===== src/hdl/spf_pkg.sv =====
// ----------------------------------------------------------------------------
// spf_pkg
// Shared types and constants of the S/PDIF / analog PCM frame formatter.
// ----------------------------------------------------------------------------
package spf_pkg;

    // channel status block length in frames
    localparam int STATUS_FRAMES = 192;
    localparam int POS_W         = 8;
    localparam int STATUS_W      = 64;
    localparam int CFG_INDEX_W   = 3;

    // preamble codes in bits 1..0 of a subframe word
    localparam logic [1:0] PREAMBLE_B = 2'd0;
    localparam logic [1:0] PREAMBLE_W = 2'd1;
    localparam logic [1:0] PREAMBLE_M = 2'd2;

    // register indexes
    localparam logic [CFG_INDEX_W-1:0] REG_OUTPUT_MODE   = 3'd0;
    localparam logic [CFG_INDEX_W-1:0] REG_STEREO        = 3'd1;
    localparam logic [CFG_INDEX_W-1:0] REG_BYTE_ORDER    = 3'd2;
    localparam logic [CFG_INDEX_W-1:0] REG_STATUS_FIRST  = 3'd3;
    localparam logic [CFG_INDEX_W-1:0] REG_STATUS_MIDDLE = 3'd4;
    localparam logic [CFG_INDEX_W-1:0] REG_STATUS_LAST   = 3'd5;

    // one formatted frame waiting for the output side
    typedef struct packed {
        logic [31:0] word0;
        logic [31:0] word1;
        logic        two;
    } job_t;

endpackage


===== src/hdl/spf_front.sv =====
// ----------------------------------------------------------------------------
// spf_front
// Configuration registers, frame position and formatting of one frame into
// one or two output words.
// ----------------------------------------------------------------------------
module spf_front
    import spf_pkg::*;
(
    input  logic                   clk,
    input  logic                   rst_n,
    input  logic                   cfg_valid,
    input  logic [CFG_INDEX_W-1:0] cfg_index,
    input  logic [STATUS_W-1:0]    cfg_data,
    input  logic                   accept,
    input  logic [7:0]             byte0,
    input  logic [7:0]             byte1,
    input  logic [7:0]             byte2,
    input  logic [7:0]             byte3,
    input  logic                   mute,
    output job_t                   job
);

    logic                output_mode_reg;
    logic                stereo_reg;
    logic                byte_order_reg;
    logic [STATUS_W-1:0] status_first_reg;
    logic [STATUS_W-1:0] status_middle_reg;
    logic [STATUS_W-1:0] status_last_reg;
    logic [POS_W-1:0]    frame_position_reg;
    logic [POS_W-1:0]    frame_position_next;

    logic [3*STATUS_W-1:0] status_vec;
    logic [POS_W-1:0]      status_idx;
    logic                  status_bit;
    logic [15:0]           left;
    logic [15:0]           right;
    logic [1:0]            pre;
    logic [31:0]           analog_word;

    always_ff @(posedge clk or negedge rst_n)
    begin
        if (!rst_n)
        begin
            output_mode_reg    <= 1'b0;
            stereo_reg         <= 1'b1;
            byte_order_reg     <= 1'b0;
            status_first_reg   <= '0;
            status_middle_reg  <= '0;
            status_last_reg    <= '0;
            frame_position_reg <= '0;
        end
        else
        begin
            if (cfg_valid)
            begin
                case (cfg_index)
                    REG_OUTPUT_MODE:   output_mode_reg   <= cfg_data[0];
                    REG_STEREO:        stereo_reg        <= cfg_data[0];
                    REG_BYTE_ORDER:    byte_order_reg    <= cfg_data[0];
                    REG_STATUS_FIRST:  status_first_reg  <= cfg_data;
                    REG_STATUS_MIDDLE: status_middle_reg <= cfg_data;
                    REG_STATUS_LAST:   status_last_reg   <= cfg_data;
                    default:           ;
                endcase
            end
            frame_position_reg <= frame_position_next;
        end
    end

    always_comb
    begin
        frame_position_next = frame_position_reg;
        if (accept && output_mode_reg)
        begin
            if (frame_position_reg == POS_W'(STATUS_FRAMES - 1))
                frame_position_next = '0;
            else
                frame_position_next = frame_position_reg + 1'b1;
        end
    end

    // bit 0 of the status block sits at the top of the concatenation
    assign status_vec = {status_first_reg, status_middle_reg, status_last_reg};
    assign status_idx = POS_W'(STATUS_FRAMES - 1) - frame_position_reg;
    assign status_bit = status_vec[status_idx];
    assign pre        = (frame_position_reg == '0) ? PREAMBLE_B : PREAMBLE_M;

    always_comb
    begin
        if (byte_order_reg)
        begin
            left  = {byte0, byte1};
            right = stereo_reg ? {byte2, byte3} : {byte0, byte1};
        end
        else
        begin
            left  = {byte1, byte0};
            right = stereo_reg ? {byte3, byte2} : {byte1, byte0};
        end
        if (mute)
        begin
            left  = '0;
            right = '0;
        end
    end

    always_comb
    begin
        case ({byte_order_reg, stereo_reg})
            2'b01:   analog_word = {byte3, byte2, byte1, byte0};
            2'b00:   analog_word = {byte1, byte0, byte1, byte0};
            2'b11:   analog_word = {byte2, byte3, byte0, byte1};
            default: analog_word = {byte0, byte1, byte0, byte1};
        endcase
    end

    always_comb
    begin
        if (output_mode_reg)
        begin
            job.word0 = {1'b0, status_bit, 2'b00, left, 10'b0, pre};
            job.word1 = {1'b0, status_bit, 2'b00, right, 10'b0, PREAMBLE_W};
            job.two   = 1'b1;
        end
        else
        begin
            job.word0 = analog_word;
            job.word1 = analog_word;
            job.two   = 1'b0;
        end
    end

endmodule


===== src/hdl/spf_queue.sv =====
// ----------------------------------------------------------------------------
// spf_queue
// Small first-in first-out store of formatted frames between front and back.
// ----------------------------------------------------------------------------
module spf_queue
    import spf_pkg::*;
#(
    parameter int DEPTH = 2
)
(
    input  logic clk,
    input  logic rst_n,
    input  logic push,
    input  job_t push_job,
    input  logic pop,
    output job_t head,
    output logic empty,
    output logic full
);

    localparam int PTR_W = (DEPTH > 1) ? $clog2(DEPTH) : 1;
    localparam int CNT_W = $clog2(DEPTH + 1);

    job_t             mem [DEPTH];
    logic [PTR_W-1:0] wr_ptr_reg;
    logic [PTR_W-1:0] rd_ptr_reg;
    logic [CNT_W-1:0] count_reg;

    assign empty = (count_reg == '0);
    assign full  = (count_reg == CNT_W'(DEPTH));
    assign head  = mem[rd_ptr_reg];

    always_ff @(posedge clk)
    begin
        if (push)
            mem[wr_ptr_reg] <= push_job;
    end

    always_ff @(posedge clk or negedge rst_n)
    begin
        if (!rst_n)
        begin
            wr_ptr_reg <= '0;
            rd_ptr_reg <= '0;
            count_reg  <= '0;
        end
        else
        begin
            if (push)
                wr_ptr_reg <= (wr_ptr_reg == PTR_W'(DEPTH - 1)) ? '0 : wr_ptr_reg + 1'b1;
            if (pop)
                rd_ptr_reg <= (rd_ptr_reg == PTR_W'(DEPTH - 1)) ? '0 : rd_ptr_reg + 1'b1;
            if (push && !pop)
                count_reg <= count_reg + 1'b1;
            else if (pop && !push)
                count_reg <= count_reg - 1'b1;
        end
    end

endmodule


===== src/hdl/spf_back.sv =====
// ----------------------------------------------------------------------------
// spf_back
// Output side: takes formatted frames off the queue and sends their words
// through an output register, one word per cycle while out_stall is low.
// ----------------------------------------------------------------------------
module spf_back
    import spf_pkg::*;
(
    input  logic        clk,
    input  logic        rst_n,
    input  job_t        head,
    input  logic        empty,
    output logic        pop,
    output logic        out_valid,
    input  logic        out_stall,
    output logic [31:0] word,
    output logic        last
);

    logic        valid_reg;
    logic        valid_next;
    logic        second_reg;
    logic        second_next;
    logic [31:0] word_reg;
    logic [31:0] word_next;
    logic        last_reg;
    logic        last_next;
    logic        load;

    assign load = !valid_reg || !out_stall;

    always_comb
    begin
        valid_next  = valid_reg;
        second_next = second_reg;
        word_next   = word_reg;
        last_next   = last_reg;
        pop         = 1'b0;
        if (load)
        begin
            // head stays queued until its last word is loaded
            if (second_reg)
            begin
                valid_next  = 1'b1;
                word_next   = head.word1;
                last_next   = 1'b1;
                second_next = 1'b0;
                pop         = 1'b1;
            end
            else if (!empty)
            begin
                valid_next  = 1'b1;
                word_next   = head.word0;
                last_next   = !head.two;
                second_next = head.two;
                pop         = !head.two;
            end
            else
            begin
                valid_next = 1'b0;
            end
        end
    end

    always_ff @(posedge clk or negedge rst_n)
    begin
        if (!rst_n)
        begin
            valid_reg  <= 1'b0;
            second_reg <= 1'b0;
        end
        else
        begin
            valid_reg  <= valid_next;
            second_reg <= second_next;
        end
    end

    always_ff @(posedge clk)
    begin
        word_reg <= word_next;
        last_reg <= last_next;
    end

    assign out_valid = valid_reg;
    assign word      = word_reg;
    assign last      = last_reg;

endmodule


===== src/hdl/spdif_pcm_frame_formatter_core.sv =====
// ----------------------------------------------------------------------------
// spdif_pcm_frame_formatter_core
// Formats 16-bit PCM frames into analog words or S/PDIF subframe words.
// ----------------------------------------------------------------------------
// Usage:
//   Input channel (in_valid/in_stall): one frame per item, byte0..byte3 in
//   memory order plus mute. Output channel (out_valid/out_stall): word and
//   last, one or two word items per accepted frame. Config channel
//   (cfg_valid/cfg_ready, cfg_index, cfg_data) writes the registers;
//   cfg_ready is always high. The user must make writes only while the
//   block is idle; the block itself does not enforce this. Analog mode
//   gives one word per frame, S/PDIF mode two (left, right), with last
//   marking the final word of the frame. An accepted frame is written
//   into the queue and then loaded into the output register, which sends
//   one word per cycle while out_stall is low and so sets the frame rate.
//   The front formats a frame in the accept cycle and writes it into a
//   QUEUE_DEPTH-entry queue; in_stall is high while that queue is full.
//   When the receiver stalls, the output word holds and the queue fills.
//   Reset empties the queue and output, sets the frame position to 0 and
//   loads register defaults (analog, stereo, little-endian, status zero).
// ----------------------------------------------------------------------------
module spdif_pcm_frame_formatter_core
    import spf_pkg::*;
#(
    parameter int QUEUE_DEPTH = 2
)
(
    input  logic                   clk,
    input  logic                   rst_n,
    input  logic                   cfg_valid,
    output logic                   cfg_ready,
    input  logic [CFG_INDEX_W-1:0] cfg_index,
    input  logic [STATUS_W-1:0]    cfg_data,
    input  logic                   in_valid,
    output logic                   in_stall,
    input  logic [7:0]             byte0,
    input  logic [7:0]             byte1,
    input  logic [7:0]             byte2,
    input  logic [7:0]             byte3,
    input  logic                   mute,
    output logic                   out_valid,
    input  logic                   out_stall,
    output logic [31:0]            word,
    output logic                   last
);

    job_t front_job;
    job_t head;
    logic accept;
    logic pop;
    logic empty;
    logic full;

    assign cfg_ready = 1'b1;
    assign in_stall  = full;
    assign accept    = in_valid && !full;

    spf_front u_front (
        .clk       (clk),
        .rst_n     (rst_n),
        .cfg_valid (cfg_valid),
        .cfg_index (cfg_index),
        .cfg_data  (cfg_data),
        .accept    (accept),
        .byte0     (byte0),
        .byte1     (byte1),
        .byte2     (byte2),
        .byte3     (byte3),
        .mute      (mute),
        .job       (front_job)
    );

    spf_queue #(
        .DEPTH (QUEUE_DEPTH)
    ) u_queue (
        .clk      (clk),
        .rst_n    (rst_n),
        .push     (accept),
        .push_job (front_job),
        .pop      (pop),
        .head     (head),
        .empty    (empty),
        .full     (full)
    );

    spf_back u_back (
        .clk       (clk),
        .rst_n     (rst_n),
        .head      (head),
        .empty     (empty),
        .pop       (pop),
        .out_valid (out_valid),
        .out_stall (out_stall),
        .word      (word),
        .last      (last)
    );

endmodule


===== config.mk =====
export PLATFORM = sky130hd
export DESIGN_NAME = spdif_pcm_frame_formatter_core
export DESIGN_NICKNAME = d
export VERILOG_FILES = /design/src/hdl/spf_pkg.sv /design/src/hdl/spf_front.sv /design/src/hdl/spf_queue.sv /design/src/hdl/spf_back.sv /design/src/hdl/spdif_pcm_frame_formatter_core.sv
export SDC_FILE = /design/constraint.sdc
export NUM_CORES = 1
export LEC_CHECK = 0
export BUFFER_PORTS_ARGS = -buffer_cell sky130_fd_sc_hd__buf_4
export CAP_MARGIN = 20
export CORE_UTILIZATION = 45
export DETAILED_ROUTE_END_ITERATION = 10
export GPL_ROUTABILITY_DRIVEN = 1
export PLACE_DENSITY_LB_ADDON = 0.12
export RECOVER_POWER = 25
export SYNTH_ARGS = -nofsm -noshare
export SYNTH_HDL_FRONTEND = slang
export SYNTH_SLANG_ARGS = --single-unit

===== constraint.sdc =====
create_clock -name clk -period 3.5 [get_ports clk]
set_clock_uncertainty 0.15 [all_clocks]
set_input_delay 0.35 -clock clk [delete_from_list [all_inputs] [get_ports clk]]
set_output_delay 0.35 -clock clk [all_outputs]
set_load 0.01 [all_outputs]

# Word-level counts from Yosys, hierarchy flattened
# Memory sizes are Yosys's and may differ from the RTL's.
# Cells that the tools add are included.
word_totals:
  memories: 1
  register_bits: 242
  inputBits: 105
  mem_bits_rw: 130
  wordCells: 83
  output_inout_bits: 36
op_classes:
  n_eq_ne: 10
  muxes: 28
  n_reduce_logical: 23
  order_cmp: 1
  n_addsub: 6
memory_table:
  columns: ["name", "words", "word_bits", "read_ports", "rd_ports_with_merged_regs", "wr", "line_no", "source"]
  rows:
  - ["u_queue.mem", 2, 65, 1, 0, 1, "spf_queue.sv:24", "job_t mem [DEPTH];"]
ops:
  columns: ["op", "n"]
  rows:
  - ["$mux W16", 6]
  - ["$pmux W32 S3", 1]
  - ["$mux W65", 1]
  - ["$mux W32", 2]
  - ["$reduce_and A2 Y1", 7]
  - ["$mux W1", 13]
  - ["$lt A8 B9 Y1 const B", 1]
  - ["$add A8 B1 Y8 const B", 1]
  - ["$bmux W1 S8", 1]
  - ["$eq A8 B8 Y1 const B", 1]
  - ["$logic_not A8 Y1", 1]
  - ["$mux W8", 1]
  - ["$sub A8 B8 Y8 const A", 1]
  - ["$eq A3 B2 Y1 const B", 2]
  - ["$eq A3 B3 Y1 const B", 2]
  - ["$logic_not A1 Y1", 6]
  - ["$mux W2", 3]
  - ["$eq A2 B2 Y1 const B", 2]
  - ["$logic_and A1 B1 Y1", 4]
  - ["$logic_not A2 Y1", 2]
  - ["$eq A3 B1 Y1 const B", 1]
  - ["$logic_not A3 Y1", 1]
  - ["$add A1 B1 Y1 const B", 2]
  - ["$add A2 B1 Y2 const B", 1]
  - ["other kinds (5)", 5]

# Logic depth before layout (Yosys ltp)
# An unclocked memory read counts as a cell.
depth:
  ltp_word: 8
  depth_mapped: 10

# Cells and area by module
# A second synthesis with hierarchy kept.
hier_totals:
  hier_cells: 1077
  area_unflattened_um2: 17051.4
modules_own_cells:
  columns: ["mod", "seq_area_each_um2", "instances", "area_each_um2", "cells_per_inst"]
  rows:
  - ["spf_front", 5081.1, 1, 10346.2, 776]
  - ["spf_queue", 4003.8, 1, 5038.6, 218]
  - ["spf_back", 1041.0, 1, 1641.6, 80]
  - ["spdif_pcm_frame_formatter_core", 0.0, 1, 25.0, 3]

# Worst setup path after synthesis
# Ideal clock, no wire load.
synth_path:
  kind: "flip-flop to flip-flop"
  start: "register u_queue.count_reg[0]"
  end: "memory u_queue.mem[0][0] in the netlist's numbering (enable)"
  arrival_ns: 2.833
  setup_time_ns: 0.460
  synth_period_minus_slack_ns: 3.443
  path_stages_with_launch: 4
  n_path_buf: 0
  setup_slack_ns: 0.057
  cell_sequence: "dfrtp_1 > nand2b_1 > nand2_1 > nor2_1"
synth_via:
  elab_chain_cells: 5
synth_rtl:
  columns: ["item", "line_no", "source"]
  rows:
  - ["start: declaration", "spf_queue.sv:27", "logic [CNT_W-1:0] count_reg;"]
  - ["start signal: assignment", "spf_queue.sv:54", "count_reg <= count_reg + 1'b1;"]
  - ["start signal: assignment", "spf_queue.sv:56", "count_reg <= count_reg - 1'b1;"]
  - ["$eq A2 B2 Y1", "spf_queue.sv:30", "assign full = (count_reg == CNT_W'(DEPTH));"]
  - ["$logic_not A1 Y1", "spdif_pcm_frame_formatter_core.sv:56", "assign accept = in_valid && !full;"]
  - ["$logic_and A1 B1 Y1", "spdif_pcm_frame_formatter_core.sv:56", null]
  - ["$mux W1", "spf_queue.sv:35", "if (push)"]
  - ["$mux W1 (not written as such)", "spf_queue.sv:36", "mem[wr_ptr_reg] <= push_job;"]
  - ["end: declaration", "spf_queue.sv:24", null]
# Every way passes these cells.

# Final worst setup path
layout_path:
  start: "register u_front.frame_position_reg[0]"
  end: "memory u_queue.mem[1][63] in the netlist's numbering (data pin)"
layout_via:
  elab_chain_cells: 4
layout_rtl:
  columns: ["item", "line_no", "source"]
  rows:
  - ["start: declaration", "spf_front.sv:29", "logic [POS_W-1:0] frame_position_reg;"]
  - ["start signal: assignment", "spf_front.sv:66", "frame_position_reg <= frame_position_next;"]
  - ["$sub A8 B8 Y8", "spf_front.sv:84", "assign status_idx = POS_W'(STATUS_FRAMES - 1) - frame_position_reg;"]
  - ["$bmux W1 S8", "spf_front.sv:85", "assign status_bit = status_vec[status_idx];"]
  - ["$mux W1 (not written as such)", "spf_front.sv:85", null]
  - ["$mux W65", "spf_front.sv:119", "if (output_mode_reg)"]
# Every way passes these cells. The select of a mux whose other input is x is not followed.

==> impl_metrics.tcl <==
set metrics [dict create \
    rows 66 \
    synth_seq_cells 344 \
    slew-limit-headroom -0.279 \
    reg2reg_to "u_queue.mem[1][63]" \
    finalCriticalPeriod_ns 3.00 \
    timing.hold.ws_ns 0.0813 \
    drv_cap 2 \
    clkTransAtPathRegs_ns 0.06 \
    grt_setup_unrepaired "no" \
    total_power_mw 14.3 \
    cp-end-kind "flip-flop" \
    criticalPathCategory "reg2reg" \
    grt.overflow.total 0 \
    grt_max_degree 104 \
    chipWidth_um 186 \
    start_util 0.462 \
    required_ns 3.64 \
    grt_pass1_wl_um 54100 \
    syn-cell-area_mm2 0.0152 \
    startpoint_type "flip-flop" \
    hold_violations 0 \
    dp.cells 1520 \
    synth-main-ff-cell "dfrtp_1" \
    die-area_mm2 0.0346 \
    grt_pass1_vias 9117 \
    syn_inst 978 \
    synth_area_per_cell_um2 15.6 \
    root_buffer "clkbuf_16" \
    tns_ns 0 \
    io_buffers 139 \
    period_share 0.856 \
    grt_usage 0.209 \
    wl_per_cell_um 21.0 \
    path_max_fanout 19 \
    holdPathStages 3 \
    yosysSeqAreaShare 0.610 \
    drc 0 \
    routed_wl_um 34700 \
    cts_inserted_buffers 39 \
    outcome "finished, violations left" \
    synth-edff-count 135 \
    hold_path_class "in2reg" \
    largest_reg_flops 102 \
    fp.coreArea_mm2 0.0329 \
    cts_sinks 344 \
    ys_async_sr_fraction 0.608 \
    violations "capacitance limit, slew limit" \
    power_density_mw_per_mm2 766 \
    drive_gt1_frac 0.412 \
    regToRegStartpoint "u_front.frame_position_reg[0]" \
    setup_viol 0 \
    clk_path_buf_depth 3 \
    cts_tree "done" \
    via_per_inst 5.46 \
    insertion_delay_ns 0.52 \
    vias 9049 \
    syn_nets 1088 \
    instances_no_fill 1656 \
    cp.arrival_ns 3.14 \
    slew_violations 130 \
    tightest_slew_ns 1.92 \
    ir_worst_vdd_mv 0.479 \
    ios 141 \
    ant_nets 0 \
    drt-initial-drc-count 532 \
    leakagePower_nw 7.58 \
    nets 1295 \
    max_flop_register "u_queue.mem" \
    fill_cells 2678 \
    fmax_ghz 0.334 \
    antenna_found_initial 1 \
    globalplace.congestion 0.886 \
    worstHoldStart "in_valid" \
    ff2ff_setup_slack_ns 0.50 \
    dp_hpwl_um 23500 \
    syn2layout_area_growth_pct 23.0 \
    cts_max_level 2 \
    synth.distinct_cells 50 \
    ys_warn_count 0 \
    first_pass_iters 5 \
    r2r_cells 7 \
    die_h_um 186 \
    hold_path_end "u_front.frame_position_reg[2]" \
]
worst max-delay path by stage:
| stage | start | slack, ns | endpoint | cells after the start |
|---|---|---|---|---|
| after floorplan | u_queue.count_reg[0] | 0.06 | u_queue.mem[0][0] | 3 |
| after global placement | u_front.frame_position_reg[0] | 0.53 | u_queue.mem[0][63] | 7 |
| after global routing | u_front.frame_position_reg[0] | 0.15 | u_queue.mem[0][63] | 7 |
| after CTS | u_front.frame_position_reg[0] | 0.46 | u_queue.mem[0][63] | 7 |
| after detailed placement | u_front.frame_position_reg[0] | 0.48 | u_queue.mem[1][63] | 7 |
| final | u_front.frame_position_reg[0] | 0.50 | u_queue.mem[1][63] | 7 |
synth_stat cells (all sizes together), types with 2 or more instances:
| library cell | instances | area [um2] |
|---|---|---|
| nand2b | 10 | 62.6 |
| nand4 | 4 | 25.0 |
| a311oi | 3 | 26.3 |
| nor2b | 6 | 37.5 |
| ha | 5 | 62.6 |
| edfxtp | 135 | 4050 |
| o22ai | 5 | 31.3 |
| a211oi | 3 | 22.5 |
| a31oi | 5 | 31.3 |
| mux2i | 64 | 641 |
| nor3 | 10 | 50.1 |
| nand4b | 2 | 17.5 |
| nor2 | 28 | 105 |
| a2111oi | 3 | 26.3 |
| nor4 | 3 | 18.8 |
| nand2 | 39 | 146 |
| buf | 20 | 125 |
| clkbuf | 42 | 158 |
| nand3 | 11 | 55.1 |
| nor3b | 3 | 22.5 |
| mux2 | 219 | 2470 |
| or2 | 8 | 50.1 |
| mux4 | 55 | 1250 |
| a22o | 2 | 17.5 |
| xor2 | 3 | 26.3 |
| o21ai | 38 | 190 |
| xnor2 | 7 | 61.3 |
| and3 | 2 | 12.5 |
| a21oi | 6 | 30.0 |
| a22oi | 6 | 45.0 |
| inv | 10 | 37.5 |
| dfrtp | 208 | 5200 |
| nand3b | 2 | 15.0 |
worst max-delay path, cell delays in order (launching register included):
cell and delay [ns]:
dfrtp_2 0.73, buf_4 0.39, clkinv_1 0.30, nor4_1 0.32, a311oi_1 0.08, a211oi_1 0.26
o221ai_1 0.17, a211oi_1 0.36
cells by family (layout without fill, tap and decap cells):
| logic type | count (synthesis) | in the layout | synth area share |
|---|---|---|---|
| and+or+nand+nor | 130 | 130 | 0.0414 |
| xor gates and xnor gates | 10 | 10 | 0.00575 |
| adders and majority gates | 5 | 5 | 0.00411 |
| muxes | 338 | 338 | 0.286 |
| other | 1 | 2 | 0.000246 |
| buffers and inverters | 73 | 308 | 0.0213 |
| AOI/OAI and AO/OA | 77 | 77 | 0.0310 |
| DFF | 344 | 344 | 0.610 |
layout make-up:
class                      instances  area, um2  area share
clock inverter                    10        110     0.00588
antenna                            1       2.50    0.000134
clock buffer                      59       1170      0.0627
sequential                       344       9290       0.496
inverter                          11       41.3     0.00221
timing repair buffer             228       1920       0.102
tap                              442        553      0.0295
multi-input combinational        561       5640       0.301
what timing repair did:
item                                   CTS  global route
setup buffers                            0             0
resized for setup                        0             0
setup endpoints to repair                0             0
endpoints found under the hold margin  296             0
hold buffers                            66             0
per-layer routing:
metal / vias up / global-route usage / wire [um] / share of wire
li1: 4116 / - / - / -
met1: 4627 / 0.283 / 15100 / 0.44
met2: 254 / 0.353 / 17300 / 0.50
met3: 52 / 0.0301 / 1550 / 0.045
met4: 0 / 0.0557 / 731 / 0.021
met5: - / 0 / 0 / 0
power breakdown:
group	switching [mW]	total, mW	leakage, nW	internal [mW]
Sequential	0.712	6.23	3.78	5.52
Combinational	1.93	4.10	3.18	2.16
Clock	1.56	4.02	0.622	2.46
Total	4.21	14.3	7.58	10.1
layout by cell type (no fill, tap or decap), types with 8 or more instances in the layout:
| cell type | synthesis | routed |
|---|---|---|
| buf_4 | 6 | 152 |
| nand3_1 | 11 | 11 |
| clkbuf_8 | 0 | 9 |
| dlygate4sd3_1 | 0 | 66 |
| edfxtp_1 | 135 | 135 |
| nor2_1 | 28 | 27 |
| mux4_2 | 51 | 51 |
| nand2_1 | 39 | 39 |
| nor3_1 | 10 | 10 |
| clkbuf_1 | 42 | 13 |
| nand2b_1 | 10 | 10 |
| mux2_2 | 219 | 219 |
| inv_1 | 9 | 9 |
| dfrtp_1 | 208 | 206 |
| or2_2 | 8 | 8 |
| clkbuf_16 | 0 | 41 |
| mux2i_1 | 64 | 64 |
| o21ai_0 | 38 | 38 |
stage by stage:
stage	utilization	worst slack, ns	cell area (um2)
after detailed placement	0.511	0.480	16800
after global routing	0.568	0.147	18700
after floorplan	-	0.0573	15200
final	0.568	0.504	18700
after global placement	0.511	0.527	16800
after CTS	0.570	0.459	18800
Note: power is estimated with default switching activity, not from simulation.
